==> src/rtl/owbm_pkg.sv <==
// ----------------------------------------------------------------------------
// owbm_pkg: shared types and constants of the one-wire bus master
// Item layouts, request codes, the one-hot phase encoding, the register
// block layout and the tick-count saturation helper.
// ----------------------------------------------------------------------------
`default_nettype none

package owbm_pkg;

  // Tick counter width and largest count it holds
  localparam int COUNT_WIDTH    = 10;
  localparam int CNT_MAX_I      = (1 << COUNT_WIDTH) - 1;
  localparam int BYTE_GAP_TICKS = 5;
  localparam int GAP_LEN_I      = (BYTE_GAP_TICKS > CNT_MAX_I) ? CNT_MAX_I : BYTE_GAP_TICKS;
  localparam int READ_LOW_TICKS  = 2;
  localparam int READ_WAIT_TICKS = 2;

  localparam int REG_W    = 10;
  localparam int NUM_REGS = 8;
  localparam int IDX_W    = $clog2(NUM_REGS);

  typedef logic [COUNT_WIDTH-1:0] cnt_t;

  localparam cnt_t CNT_MAX       = cnt_t'(CNT_MAX_I);
  localparam cnt_t GAP_LEN       = cnt_t'(GAP_LEN_I);
  localparam cnt_t READ_LOW_LEN  = cnt_t'(READ_LOW_TICKS);
  localparam cnt_t READ_WAIT_LEN = cnt_t'(READ_WAIT_TICKS);

  // Request codes
  localparam logic [1:0] REQ_RESET = 2'd0;
  localparam logic [1:0] REQ_WRITE = 2'd1;
  localparam logic [1:0] REQ_READ  = 2'd2;
  localparam logic [1:0] REQ_TICK  = 2'd3;

  // Register indexes
  localparam logic [IDX_W-1:0] REG_RESET_LOW   = 3'd0;
  localparam logic [IDX_W-1:0] REG_PRES_TMO    = 3'd1;
  localparam logic [IDX_W-1:0] REG_RESET_TAIL  = 3'd2;
  localparam logic [IDX_W-1:0] REG_WR1_LOW     = 3'd3;
  localparam logic [IDX_W-1:0] REG_WR1_HIGH    = 3'd4;
  localparam logic [IDX_W-1:0] REG_WR0_LOW     = 3'd5;
  localparam logic [IDX_W-1:0] REG_WR0_HIGH    = 3'd6;
  localparam logic [IDX_W-1:0] REG_RD_RECOVERY = 3'd7;

  typedef enum logic [9:0] {
    PH_IDLE     = 10'b00_0000_0001,
    PH_RST_LOW  = 10'b00_0000_0010,
    PH_RST_WAIT = 10'b00_0000_0100,
    PH_RST_TAIL = 10'b00_0000_1000,
    PH_WR_LOW   = 10'b00_0001_0000,
    PH_WR_HIGH  = 10'b00_0010_0000,
    PH_WR_GAP   = 10'b00_0100_0000,
    PH_RD_LOW   = 10'b00_1000_0000,
    PH_RD_WAIT  = 10'b01_0000_0000,
    PH_RD_REC   = 10'b10_0000_0000
  } phase_t;

  typedef struct packed {
    logic [1:0] req_type;
    logic [7:0] write_data;
    logic       line_level;
  } in_item_t;

  typedef struct packed {
    logic       drive_low;
    logic       busy_res;
    logic       done_res;
    logic       presence;
    logic [7:0] read_data;
    logic       rejected;
  } out_item_t;

  typedef struct packed {
    logic [REG_W-1:0] reset_low_ticks;
    logic [REG_W-1:0] presence_timeout_ticks;
    logic [REG_W-1:0] reset_tail_ticks;
    logic [REG_W-1:0] write_one_low_ticks;
    logic [REG_W-1:0] write_one_high_ticks;
    logic [REG_W-1:0] write_zero_low_ticks;
    logic [REG_W-1:0] write_zero_high_ticks;
    logic [REG_W-1:0] read_recovery_ticks;
  } cfg_t;

  // Clamp a register length to what the tick counter can hold
  function automatic cnt_t sat_len(input logic [REG_W-1:0] v);
    logic [31:0] wide;
    wide = 32'(v);
    if (wide > 32'(CNT_MAX_I)) begin
      return CNT_MAX;
    end
    return wide[COUNT_WIDTH-1:0];
  endfunction

endpackage

`default_nettype wire

==> src/rtl/one_wire_bus_master.sv <==
// ----------------------------------------------------------------------------
// one_wire_bus_master: open-drain single-wire bus master
// Runs reset/presence, byte write and byte read slots from a stream of
// command and one-microsecond tick words.
// ----------------------------------------------------------------------------
// Usage:
//  - in_* carries one word per item: a command (reset, write byte, read
//    byte) or a tick with the sampled bus level. Commands are only started
//    while idle; a command during an operation comes back with rejected set.
//  - out_* returns exactly one result word per input word: drive level for
//    the next tick, busy, done pulse, presence and the last read byte.
//  - cfg_* writes the eight timing registers; it is always ready. Write only
//    while no words are in flight.
//  - An accepted word waits in the input register, then the sequencer
//    updates its state and loads the output register. Throughput is one
//    word per cycle while out_ready does not stall; the sequencer does all
//    phase bookkeeping for a word in a single pass.
//  - A stalled out_ready holds the result register; the input register takes
//    one more word, then in_ready drops until the output drains.
//  - Synchronous reset returns to idle, clears presence and the read byte and
//    reloads the default timing values.
// ----------------------------------------------------------------------------
`default_nettype none

module one_wire_bus_master
  import owbm_pkg::*;
(
  input  wire logic             clk,
  input  wire logic             rst_n,
  input  wire logic             in_valid,
  output logic                  in_ready,
  input  wire in_item_t         in_data,
  output logic                  out_valid,
  input  wire logic             out_ready,
  output out_item_t             out_data,
  input  wire logic             cfg_valid,
  output logic                  cfg_ready,
  input  wire logic [IDX_W-1:0] cfg_index,
  input  wire logic [REG_W-1:0] cfg_data
);

  cfg_t      cfg;
  in_item_t  in_r;
  logic      in_vld_r;
  out_item_t out_r;
  logic      out_vld_r;
  out_item_t res;
  logic      adv;

  // Move a word into the sequencer when the output register is free
  assign adv       = in_vld_r && (!out_vld_r || out_ready);
  assign in_ready  = !in_vld_r || adv;
  assign out_valid = out_vld_r;
  assign out_data  = out_r;

  owbm_cfg_regs u_cfg (
    .clk       (clk),
    .rst_n     (rst_n),
    .cfg_valid (cfg_valid),
    .cfg_ready (cfg_ready),
    .cfg_index (cfg_index),
    .cfg_data  (cfg_data),
    .cfg       (cfg)
  );

  owbm_seq u_seq (
    .clk   (clk),
    .rst_n (rst_n),
    .adv   (adv),
    .item  (in_r),
    .cfg   (cfg),
    .res   (res)
  );

  // Input register
  always_ff @(posedge clk) begin
    if (!rst_n) begin
      in_vld_r <= 1'b0;
    end else if (in_ready) begin
      in_vld_r <= in_valid;
    end
  end

  always_ff @(posedge clk) begin
    if (in_valid && in_ready) begin
      in_r <= in_data;
    end
  end

  // Output register
  always_ff @(posedge clk) begin
    if (!rst_n) begin
      out_vld_r <= 1'b0;
    end else if (adv) begin
      out_vld_r <= 1'b1;
    end else if (out_ready) begin
      out_vld_r <= 1'b0;
    end
  end

  always_ff @(posedge clk) begin
    if (adv) begin
      out_r <= res;
    end
  end

endmodule

`default_nettype wire

==> src/rtl/owbm_cfg_regs.sv <==
// ----------------------------------------------------------------------------
// owbm_cfg_regs: timing register block
// Eight 10-bit phase lengths, written through a valid/ready port that is
// always ready.
// ----------------------------------------------------------------------------
`default_nettype none

module owbm_cfg_regs
  import owbm_pkg::*;
(
  input  wire logic             clk,
  input  wire logic             rst_n,
  input  wire logic             cfg_valid,
  output logic                  cfg_ready,
  input  wire logic [IDX_W-1:0] cfg_index,
  input  wire logic [REG_W-1:0] cfg_data,
  output cfg_t                  cfg
);

  cfg_t cfg_r;

  assign cfg_ready = 1'b1;
  assign cfg       = cfg_r;

  // Load reset values, then take writes by index
  always_ff @(posedge clk) begin
    if (!rst_n) begin
      cfg_r.reset_low_ticks        <= 10'd490;
      cfg_r.presence_timeout_ticks <= 10'd240;
      cfg_r.reset_tail_ticks       <= 10'd490;
      cfg_r.write_one_low_ticks    <= 10'd5;
      cfg_r.write_one_high_ticks   <= 10'd45;
      cfg_r.write_zero_low_ticks   <= 10'd90;
      cfg_r.write_zero_high_ticks  <= 10'd10;
      cfg_r.read_recovery_ticks    <= 10'd80;
    end else if (cfg_valid) begin
      unique case (cfg_index)
        REG_RESET_LOW:   cfg_r.reset_low_ticks        <= cfg_data;
        REG_PRES_TMO:    cfg_r.presence_timeout_ticks <= cfg_data;
        REG_RESET_TAIL:  cfg_r.reset_tail_ticks       <= cfg_data;
        REG_WR1_LOW:     cfg_r.write_one_low_ticks    <= cfg_data;
        REG_WR1_HIGH:    cfg_r.write_one_high_ticks   <= cfg_data;
        REG_WR0_LOW:     cfg_r.write_zero_low_ticks   <= cfg_data;
        REG_WR0_HIGH:    cfg_r.write_zero_high_ticks  <= cfg_data;
        REG_RD_RECOVERY: cfg_r.read_recovery_ticks    <= cfg_data;
        default: ;
      endcase
    end
  end

endmodule

`default_nettype wire

==> src/rtl/owbm_seq.sv <==
// ----------------------------------------------------------------------------
// owbm_seq: bus sequencer
// Holds the phase, tick counter, bit index and shift byte, and works out the
// next state and the result word for one item in a single pass, including
// the skip over phases of zero length.
// ----------------------------------------------------------------------------
`default_nettype none

module owbm_seq
  import owbm_pkg::*;
(
  input  wire logic      clk,
  input  wire logic      rst_n,
  input  wire logic      adv,
  input  wire in_item_t  item,
  input  wire cfg_t      cfg,
  output out_item_t      res
);

  phase_t     phase_r, phase_nxt;
  cnt_t       cnt_r, cnt_nxt;
  logic [2:0] bidx_r, bidx_nxt;
  logic [7:0] sh_r, sh_nxt;
  logic       pres_r, pres_nxt;
  logic [7:0] lrd_r, lrd_nxt;
  logic       done, rej, fin;

  cnt_t       cur_len;
  cnt_t       cnt_inc;
  logic       skip1, skip0;
  logic       hit;
  logic [2:0] kk;
  logic [3:0] span;

  // A write bit is skipped outright when both its phases are empty
  assign skip1 = (sat_len(cfg.write_one_low_ticks) == '0) &&
                 (sat_len(cfg.write_one_high_ticks) == '0);
  assign skip0 = (sat_len(cfg.write_zero_low_ticks) == '0) &&
                 (sat_len(cfg.write_zero_high_ticks) == '0);
  assign cnt_inc = cnt_r + cnt_t'(1);

  // Length of the phase in progress
  always_comb begin
    unique case (phase_r)
      PH_RST_LOW:  cur_len = sat_len(cfg.reset_low_ticks);
      PH_RST_WAIT: cur_len = sat_len(cfg.presence_timeout_ticks);
      PH_RST_TAIL: cur_len = sat_len(cfg.reset_tail_ticks);
      PH_WR_LOW:   cur_len = sh_r[0] ? sat_len(cfg.write_one_low_ticks)
                                     : sat_len(cfg.write_zero_low_ticks);
      PH_WR_HIGH:  cur_len = sh_r[0] ? sat_len(cfg.write_one_high_ticks)
                                     : sat_len(cfg.write_zero_high_ticks);
      PH_WR_GAP:   cur_len = GAP_LEN;
      PH_RD_LOW:   cur_len = READ_LOW_LEN;
      PH_RD_WAIT:  cur_len = READ_WAIT_LEN;
      PH_RD_REC:   cur_len = sat_len(cfg.read_recovery_ticks);
      default:     cur_len = '0;
    endcase
  end

  // Next state for one item
  always_comb begin
    phase_nxt = phase_r;
    cnt_nxt   = cnt_r;
    bidx_nxt  = bidx_r;
    sh_nxt    = sh_r;
    pres_nxt  = pres_r;
    lrd_nxt   = lrd_r;
    done      = 1'b0;
    rej       = 1'b0;
    fin       = 1'b0;
    hit       = 1'b0;
    kk        = '0;
    span      = '0;

    // Start a command, or advance the running phase on a tick
    if (item.req_type != REQ_TICK) begin
      if (phase_r != PH_IDLE) begin
        rej = 1'b1;
      end else begin
        cnt_nxt  = '0;
        bidx_nxt = '0;
        case (item.req_type)
          REQ_RESET: begin
            pres_nxt  = 1'b0;
            sh_nxt    = '0;
            phase_nxt = PH_RST_LOW;
          end
          REQ_WRITE: begin
            sh_nxt    = item.write_data;
            phase_nxt = PH_WR_LOW;
          end
          default: begin
            sh_nxt    = '0;
            phase_nxt = PH_RD_LOW;
          end
        endcase
      end
    end else if (phase_r != PH_IDLE) begin
      if (phase_r == PH_RST_WAIT && !item.line_level) begin
        pres_nxt = 1'b1;
        fin      = 1'b1;
      end else begin
        cnt_nxt = cnt_inc;
        fin     = (cnt_inc >= cur_len);
      end
      if (fin) begin
        cnt_nxt = '0;
        unique case (phase_r)
          PH_RST_LOW:  phase_nxt = PH_RST_WAIT;
          PH_RST_WAIT: phase_nxt = PH_RST_TAIL;
          PH_WR_LOW:   phase_nxt = PH_WR_HIGH;
          PH_WR_HIGH: begin
            if (bidx_r == 3'd7) begin
              phase_nxt = PH_WR_GAP;
            end else begin
              bidx_nxt  = bidx_r + 3'd1;
              sh_nxt    = sh_r >> 1;
              phase_nxt = PH_WR_LOW;
            end
          end
          PH_RD_LOW:   phase_nxt = PH_RD_WAIT;
          PH_RD_WAIT: begin
            sh_nxt    = {item.line_level, sh_r[7:1]};
            phase_nxt = PH_RD_REC;
          end
          PH_RD_REC: begin
            if (bidx_r == 3'd7) begin
              lrd_nxt   = sh_r;
              phase_nxt = PH_IDLE;
              done      = 1'b1;
            end else begin
              bidx_nxt  = bidx_r + 3'd1;
              phase_nxt = PH_RD_LOW;
            end
          end
          default: begin
            phase_nxt = PH_IDLE;
            done      = 1'b1;
          end
        endcase
      end
    end

    // Skip empty reset phases
    if (phase_nxt == PH_RST_LOW && sat_len(cfg.reset_low_ticks) == '0) begin
      phase_nxt = PH_RST_WAIT;
    end
    if (phase_nxt == PH_RST_WAIT && sat_len(cfg.presence_timeout_ticks) == '0) begin
      phase_nxt = PH_RST_TAIL;
    end
    if (phase_nxt == PH_RST_TAIL && sat_len(cfg.reset_tail_ticks) == '0) begin
      phase_nxt = PH_IDLE;
      done      = 1'b1;
    end

    // Skip an empty release phase of a write bit
    if (phase_nxt == PH_WR_HIGH &&
        (sh_nxt[0] ? sat_len(cfg.write_one_high_ticks)
                   : sat_len(cfg.write_zero_high_ticks)) == '0) begin
      if (bidx_nxt == 3'd7) begin
        phase_nxt = PH_WR_GAP;
      end else begin
        bidx_nxt  = bidx_nxt + 3'd1;
        sh_nxt    = sh_nxt >> 1;
        phase_nxt = PH_WR_LOW;
      end
    end

    // Find the first remaining write bit with a non-empty phase
    if (phase_nxt == PH_WR_LOW) begin
      for (int k = 7; k >= 0; k--) begin
        if (({1'b0, bidx_nxt} + 4'(k)) <= 4'd7 &&
            !(sh_nxt[k] ? skip1 : skip0)) begin
          hit = 1'b1;
          kk  = 3'(k);
        end
      end
      if (hit) begin
        bidx_nxt  = bidx_nxt + kk;
        sh_nxt    = sh_nxt >> kk;
        phase_nxt = ((sh_nxt[0] ? sat_len(cfg.write_one_low_ticks)
                                : sat_len(cfg.write_zero_low_ticks)) != '0)
                    ? PH_WR_LOW : PH_WR_HIGH;
      end else begin
        span      = 4'd7 - {1'b0, bidx_nxt};
        sh_nxt    = sh_nxt >> span;
        bidx_nxt  = 3'd7;
        phase_nxt = PH_WR_GAP;
      end
    end

    // Skip an empty byte gap
    if (phase_nxt == PH_WR_GAP && GAP_LEN == '0) begin
      phase_nxt = PH_IDLE;
      done      = 1'b1;
    end

    // Skip an empty read recovery
    if (phase_nxt == PH_RD_REC && sat_len(cfg.read_recovery_ticks) == '0) begin
      if (bidx_nxt == 3'd7) begin
        lrd_nxt   = sh_nxt;
        phase_nxt = PH_IDLE;
        done      = 1'b1;
      end else begin
        bidx_nxt  = bidx_nxt + 3'd1;
        phase_nxt = PH_RD_LOW;
      end
    end
  end

  // Result word for this item
  always_comb begin
    res.drive_low = (phase_nxt == PH_RST_LOW) || (phase_nxt == PH_WR_LOW) ||
                    (phase_nxt == PH_RD_LOW);
    res.busy_res  = (phase_nxt != PH_IDLE);
    res.done_res  = done;
    res.presence  = pres_nxt;
    res.read_data = lrd_nxt;
    res.rejected  = rej;
  end

  // Commit state when the item moves on
  always_ff @(posedge clk) begin
    if (!rst_n) begin
      phase_r <= PH_IDLE;
      cnt_r   <= '0;
      bidx_r  <= '0;
      sh_r    <= '0;
      pres_r  <= 1'b0;
      lrd_r   <= '0;
    end else if (adv) begin
      phase_r <= phase_nxt;
      cnt_r   <= cnt_nxt;
      bidx_r  <= bidx_nxt;
      sh_r    <= sh_nxt;
      pres_r  <= pres_nxt;
      lrd_r   <= lrd_nxt;
    end
  end

  // A rejected command leaves the sequencer untouched
  a_reject_holds: assert property (@(posedge clk) disable iff (!rst_n)
    (adv && rej) |=> ($stable(phase_r) && $stable(cnt_r) && $stable(bidx_r)))
    else $error("rejected command changed sequencer state");

  // Completion always lands in idle
  a_done_idle: assert property (@(posedge clk) disable iff (!rst_n)
    (adv && done) |=> (phase_r == PH_IDLE))
    else $error("operation completed but sequencer not idle");

  // The byte gap only follows the last bit
  a_gap_last_bit: assert property (@(posedge clk) disable iff (!rst_n)
    (phase_r == PH_WR_GAP) |-> (bidx_r == 3'd7))
    else $error("byte gap entered before the eighth bit");

  // Counter sits at zero while idle
  a_idle_cnt: assert property (@(posedge clk) disable iff (!rst_n)
    (phase_r == PH_IDLE) |-> (cnt_r == '0))
    else $error("tick counter running while idle");

endmodule

`default_nettype wire
==> config.mk <==
export PLATFORM = sky130hd
export DESIGN_NAME = one_wire_bus_master
export DESIGN_NICKNAME = d
export VERILOG_FILES = /design/src/rtl/owbm_pkg.sv /design/src/rtl/one_wire_bus_master.sv /design/src/rtl/owbm_cfg_regs.sv /design/src/rtl/owbm_seq.sv
export SDC_FILE = /design/constraint.sdc
export NUM_CORES = 1
export LEC_CHECK = 0
export BUFFER_PORTS_ARGS = -buffer_cell sky130_fd_sc_hd__buf_4
export CORE_MARGIN = 3
export CORE_UTILIZATION = 65
export CTS_CLUSTER_DIAMETER = 60
export DETAILED_ROUTE_END_ITERATION = 16
export GPL_TIMING_DRIVEN = 0
export PLACE_DENSITY = 0.83
export SLEW_MARGIN = 30
export SYNTH_ARGS = -nofsm -noshare
export SYNTH_HDL_FRONTEND = slang
export SYNTH_SLANG_ARGS = --single-unit
==> constraint.sdc <==
create_clock -name clk -period 14.3 [get_ports clk]
set_clock_uncertainty 0.05 [all_clocks]
set_input_delay 2.86 -clock clk [delete_from_list [all_inputs] [get_ports clk]]
set_output_delay 2.86 -clock clk [all_outputs]
set_load 0.01 [all_outputs]
==> flow_results.xml <==
<?xml version="1.0" encoding="UTF-8"?>
<metrics>
  <group name="finish">
    <metric name="multi_input_area" unit="sq um">6260</metric>
    <metric name="non_filler_instance_count_after_layout" unit="">1526</metric>
    <metric name="layout.cell_area.non_filler" unit="sq um">10800</metric>
    <metric name="nNetsFinal" unit="">1377</metric>
    <metric name="ff_latch_area" unit="sq um">3160</metric>
    <metric name="drive_above_1_share" unit="">0.0917</metric>
    <metric name="area_growth" unit="%">10.5</metric>
    <metric name="fillerInstances" unit="">1173</metric>
    <metric name="antenna_cells" unit="">0</metric>
  </group>
  <group name="timing">
    <metric name="finalSetupViolations" unit="">0</metric>
    <metric name="fmax" unit="MHz">85.2</metric>
    <metric name="worstMarginPinSlew" unit="ps">866</metric>
    <metric name="layout_min_cycle_time" unit="ps">11740</metric>
    <metric name="timing_max_transition_violations_final" unit="">0</metric>
    <metric name="fin_worst_hold_slack" unit="ps">405</metric>
    <metric name="period_share" unit="">0.821</metric>
    <metric name="count_of_final_hold_check_violations" unit="">0</metric>
    <metric name="max_slew_margin" unit="">0.406</metric>
    <metric name="setup_total_negative_slack" unit="ps">0</metric>
    <metric name="grt_setup_unrepaired" unit="">no</metric>
  </group>
  <group name="synth">
    <metric name="muxShareOfSynthArea" unit="">0.0474</metric>
    <metric name="synth_area_per_cell" unit="sq um">7.66</metric>
    <metric name="synth_top_area_share" unit="">0.249</metric>
    <metric name="yosys.cell_types.count" unit="">91</metric>
    <metric name="synth-async-reset-ratio" unit="">0</metric>
    <metric name="synth_area_leader_cell" unit="">sky130_fd_sc_hd__dfxtp_1</metric>
    <metric name="synth_compound_area_frac" unit="">0.250</metric>
    <metric name="ys_seq_area_frac" unit="">0.322</metric>
    <metric name="dominantRegCellSynth" unit="">sky130_fd_sc_hd__dfxtp_1</metric>
    <metric name="post_synth_top_cells" unit="">sky130_fd_sc_hd__nand2_1, sky130_fd_sc_hd__dfxtp_1, sky130_fd_sc_hd__nor2_1</metric>
    <metric name="synth.yosys.warnings" unit="">0</metric>
    <metric name="synth-simple-area-share" unit="">0.300</metric>
    <metric name="post_synth_instance_area" unit="sq um">9820</metric>
    <metric name="synthCells" unit="">1282</metric>
    <metric name="synth_top_family_by_area" unit="">simple AND/OR/NAND/NOR gates</metric>
    <metric name="synth.top_cells.by_area" unit="">sky130_fd_sc_hd__dfxtp_1, sky130_fd_sc_hd__nand2_1, sky130_fd_sc_hd__edfxtp_1</metric>
    <metric name="library_cell_with_the_highest_instance_count_after_synthesis" unit="">sky130_fd_sc_hd__nand2_1</metric>
    <metric name="synthAdderAreaFrac" unit="">0.0250</metric>
    <metric name="synth_enable_flop_cells" unit="">24</metric>
    <metric name="post_synthesis_share_of_cell_area_spent_on_xor_and_xnor_gates" unit="">0.0125</metric>
    <metric name="synth.ff_latch_count" unit="">146</metric>
    <metric name="synth_nets" unit="">1330</metric>
  </group>
  <group name="hold_path">
    <metric name="holdCritStartpoint" unit="">u_seq.lrd_r[6]</metric>
    <metric name="timing.hold.worst_path_depth" unit="">2</metric>
    <metric name="worst_hold_path.endpoint" unit="">u_seq.lrd_r[6]</metric>
    <metric name="hold_class" unit="">flop to flop</metric>
  </group>
  <group name="routing">
    <metric name="dr_total_vias" unit="">10500</metric>
    <metric name="drcViolationCount" unit="">0</metric>
    <metric name="detail_route.wirelength" unit="um">33500</metric>
    <metric name="drtPass1Iterations" unit="">9</metric>
    <metric name="routed_wire_length_per_instance" unit="um">21.9</metric>
    <metric name="drt-initial-drc-count" unit="">1575</metric>
    <metric name="drtAntennaViolNets" unit="">0</metric>
    <metric name="detail_route.vias_per_cell" unit="">6.89</metric>
  </group>
  <group name="clocking">
    <metric name="root_buffer" unit="">sky130_fd_sc_hd__clkbuf_16</metric>
    <metric name="clkTransAtPathRegs" unit="ps">70</metric>
    <metric name="number_of_buffers_inserted_during_clock_tree_synthesis" unit="">17</metric>
    <metric name="post_cts_hold_buffer_count" unit="">0</metric>
    <metric name="post_cts_resized" unit="">0</metric>
    <metric name="clkLatencyLatePin" unit="ps">440</metric>
    <metric name="postCtsSetupBuffers" unit="">0</metric>
    <metric name="clkSinkCount" unit="">146</metric>
    <metric name="cts-htree-levels" unit="">4</metric>
    <metric name="cts_tree" unit="">yes</metric>
    <metric name="cts-root-to-sink-buffers" unit="">2</metric>
  </group>
  <group name="place">
    <metric name="dpl_cell_area" unit="sq um">10300</metric>
    <metric name="gp_congestion" unit="">1.08</metric>
    <metric name="port_buffers" unit="">28</metric>
    <metric name="dpl.cell_count" unit="">1494</metric>
    <metric name="detailed_place_hpwl" unit="um">24500</metric>
  </group>
  <group name="floorplanning">
    <metric name="rows" unit="">44</metric>
    <metric name="core" unit="sq um">14600</metric>
    <metric name="die_height" unit="um">129</metric>
    <metric name="width_of_the_chip" unit="um">129</metric>
    <metric name="floorplan.initialDensity" unit="">0.670</metric>
    <metric name="top_ports" unit="">45</metric>
    <metric name="fp.dieArea" unit="sq um">16600</metric>
  </group>
  <group name="global_route">
    <metric name="pin_count_of_the_biggest_net_entering_global_routing" unit="">23</metric>
    <metric name="grt_pass1_wl" unit="um">51600</metric>
    <metric name="grt_overflow" unit="">0</metric>
    <metric name="gr-usage-all-layers" unit="">0.397</metric>
    <metric name="number_of_global_route_vias_before_repair" unit="">9447</metric>
    <metric name="antenna_found_initial" unit="">0</metric>
  </group>
  <group name="worst_setup_path">
    <metric name="critical_path.slowest_cell" unit="">sky130_fd_sc_hd__a211oi_1</metric>
    <metric name="critPathLaunchType" unit="">flop</metric>
    <metric name="critical-path-top-cell-by-count" unit="">sky130_fd_sc_hd__clkbuf_1</metric>
    <metric name="worst_stage_delay_on_the_critical_path" unit="ps">580</metric>
    <metric name="worstPathArrival" unit="ps">11870</metric>
    <metric name="endpoint_kind" unit="">flop</metric>
    <metric name="regToRegSetupSlack" unit="ps">2560</metric>
    <metric name="worstSetupPathType" unit="">flop to flop</metric>
    <metric name="worst_r2r_startpoint" unit="">u_seq.phase_r[3]</metric>
    <metric name="path_max_fanout" unit="">10</metric>
    <metric name="count_of_cells_along_the_worst_register_to_register_path" unit="">41</metric>
    <metric name="crit-reg2reg-capture" unit="">out_data[12]</metric>
    <metric name="cp.required" unit="ps">14430</metric>
  </group>
  <group name="pwr">
    <metric name="share_comb_of_total_power" unit="">0.187</metric>
    <metric name="finalPower" unit="mW">1.08</metric>
    <metric name="leakage" unit="nW">3.99</metric>
    <metric name="clock_power_share" unit="">0.405</metric>
    <metric name="switching_share" unit="">0.329</metric>
    <metric name="p_seq_frac" unit="">0.407</metric>
    <metric name="cellInternalPower" unit="mW">0.728</metric>
    <metric name="total_switching_power" unit="mW">0.356</metric>
    <metric name="power.density" unit="nW/um^2">100</metric>
    <metric name="irDropWorstVdd" unit="V">0.000100</metric>
  </group>
  <group name="run">
    <metric name="drv.max_cap_violation_count" unit="">0</metric>
  </group>
  <group name="run_status">
    <metric name="outcome" unit="">completed</metric>
  </group>
</metrics>
[per-layer routing]
metal | vias to the layer above | part of all wire | GRT usage
met5 | - | 0 | 0
met4 | 0 | 0.060 | 0.206
met3 | 155 | 0.12 | 0.0909
met2 | 761 | 0.44 | 0.607
met1 | 4810 | 0.38 | 0.525
li1 | 4794 | - | -
[how the worst max path moves through the flow]
| stage | from | to |
|---|---|---|
| after floorplan | u_seq.phase_r[0] | out_data[10] |
| after global placement | u_seq.phase_r[9] | out_data[12] |
| after detailed placement | u_seq.phase_r[3] | out_data[12] |
| after CTS | u_seq.phase_r[3] | out_data[12] |
| after global routing | u_seq.phase_r[3] | out_data[12] |
| final | u_seq.phase_r[3] | out_data[12] |
[registers in the layout, summed over array words and instances (netlist names)]
signal         flops
u_cfg.cfg         80
u_seq.phase_r     10
out_valid          1
in_r              11
out_data          13
u_seq.bidx_r       3
u_seq.sh_r         8
in_vld_r           1
u_seq.pres_r       1
u_seq.lrd_r        8
u_seq.cnt_r       10
[kinds of logic (layout without fill, tap and decap cells)]
family | Yosys count | after routing
simple gates | 610 | 610
compound gates | 350 | 350
flops | 146 | 146
buf+inv | 97 | 157
mux | 45 | 45
fa+ha+maj | 19 | 19
xor+xnor | 14 | 14
other cells | 1 | 1
[layout by cell type (no fill, tap or decap), types with 33 or more instances in the layout]
| cell type | synthesis | routed |
|---|---|---|
| sky130_fd_sc_hd__a21boi_0 | 56 | 56 |
| sky130_fd_sc_hd__a21oi_1 | 67 | 66 |
| sky130_fd_sc_hd__buf_4 | 5 | 33 |
| sky130_fd_sc_hd__clkbuf_1 | 61 | 61 |
| sky130_fd_sc_hd__dfxtp_1 | 122 | 122 |
| sky130_fd_sc_hd__mux2i_1 | 33 | 33 |
| sky130_fd_sc_hd__nand2_1 | 264 | 264 |
| sky130_fd_sc_hd__nand3_1 | 69 | 69 |
| sky130_fd_sc_hd__nor2_1 | 79 | 79 |
| sky130_fd_sc_hd__o21ai_0 | 59 | 59 |
[worst max-delay path, delay by kind of cell, from the launching register on]
family	cells	cell delay, ps
flops	1	300
fa+ha+maj	4	1430
buf+inv	10	2980
compound gates	11	2500
simple gates	16	4210
[metrics by stage]
| step | worst slack (ps) | util |
|---|---|---|
| 6_report | 2560 | 0.741 |
| 2_1_floorplan | 5630 | - |
| 3_3_place_gp | 2990 | 0.700 |
| 5_1_grt | 2080 | 0.741 |
| 3_5_place_dp | 2860 | 0.702 |
| 4_1_cts | 2790 | 0.740 |
[power groups by stage]
stage / registers [mW] / clock network, mW / logic (mW)
after detailed placement: 0.450 / 0 / 0.193
final: 0.442 / 0.440 / 0.203
after global placement: 0.450 / 0 / 0.191
after floorplan: 0.448 / 0 / 0.136
after CTS: 0.441 / 0.437 / 0.195
after global routing: 0.443 / 0.456 / 0.218
[area by class of cell]
cell class	instances	share of cell area
plain buffers	85	0.0346
clock buffers	18	0.0396
clock inverters	14	0.0122
inverters	12	0.00415
multi-input cells	1039	0.577
flip-flops and latches	146	0.292
well taps	184	0.0212
repair buffers	28	0.0194
(Power assumes the default switching activity.)
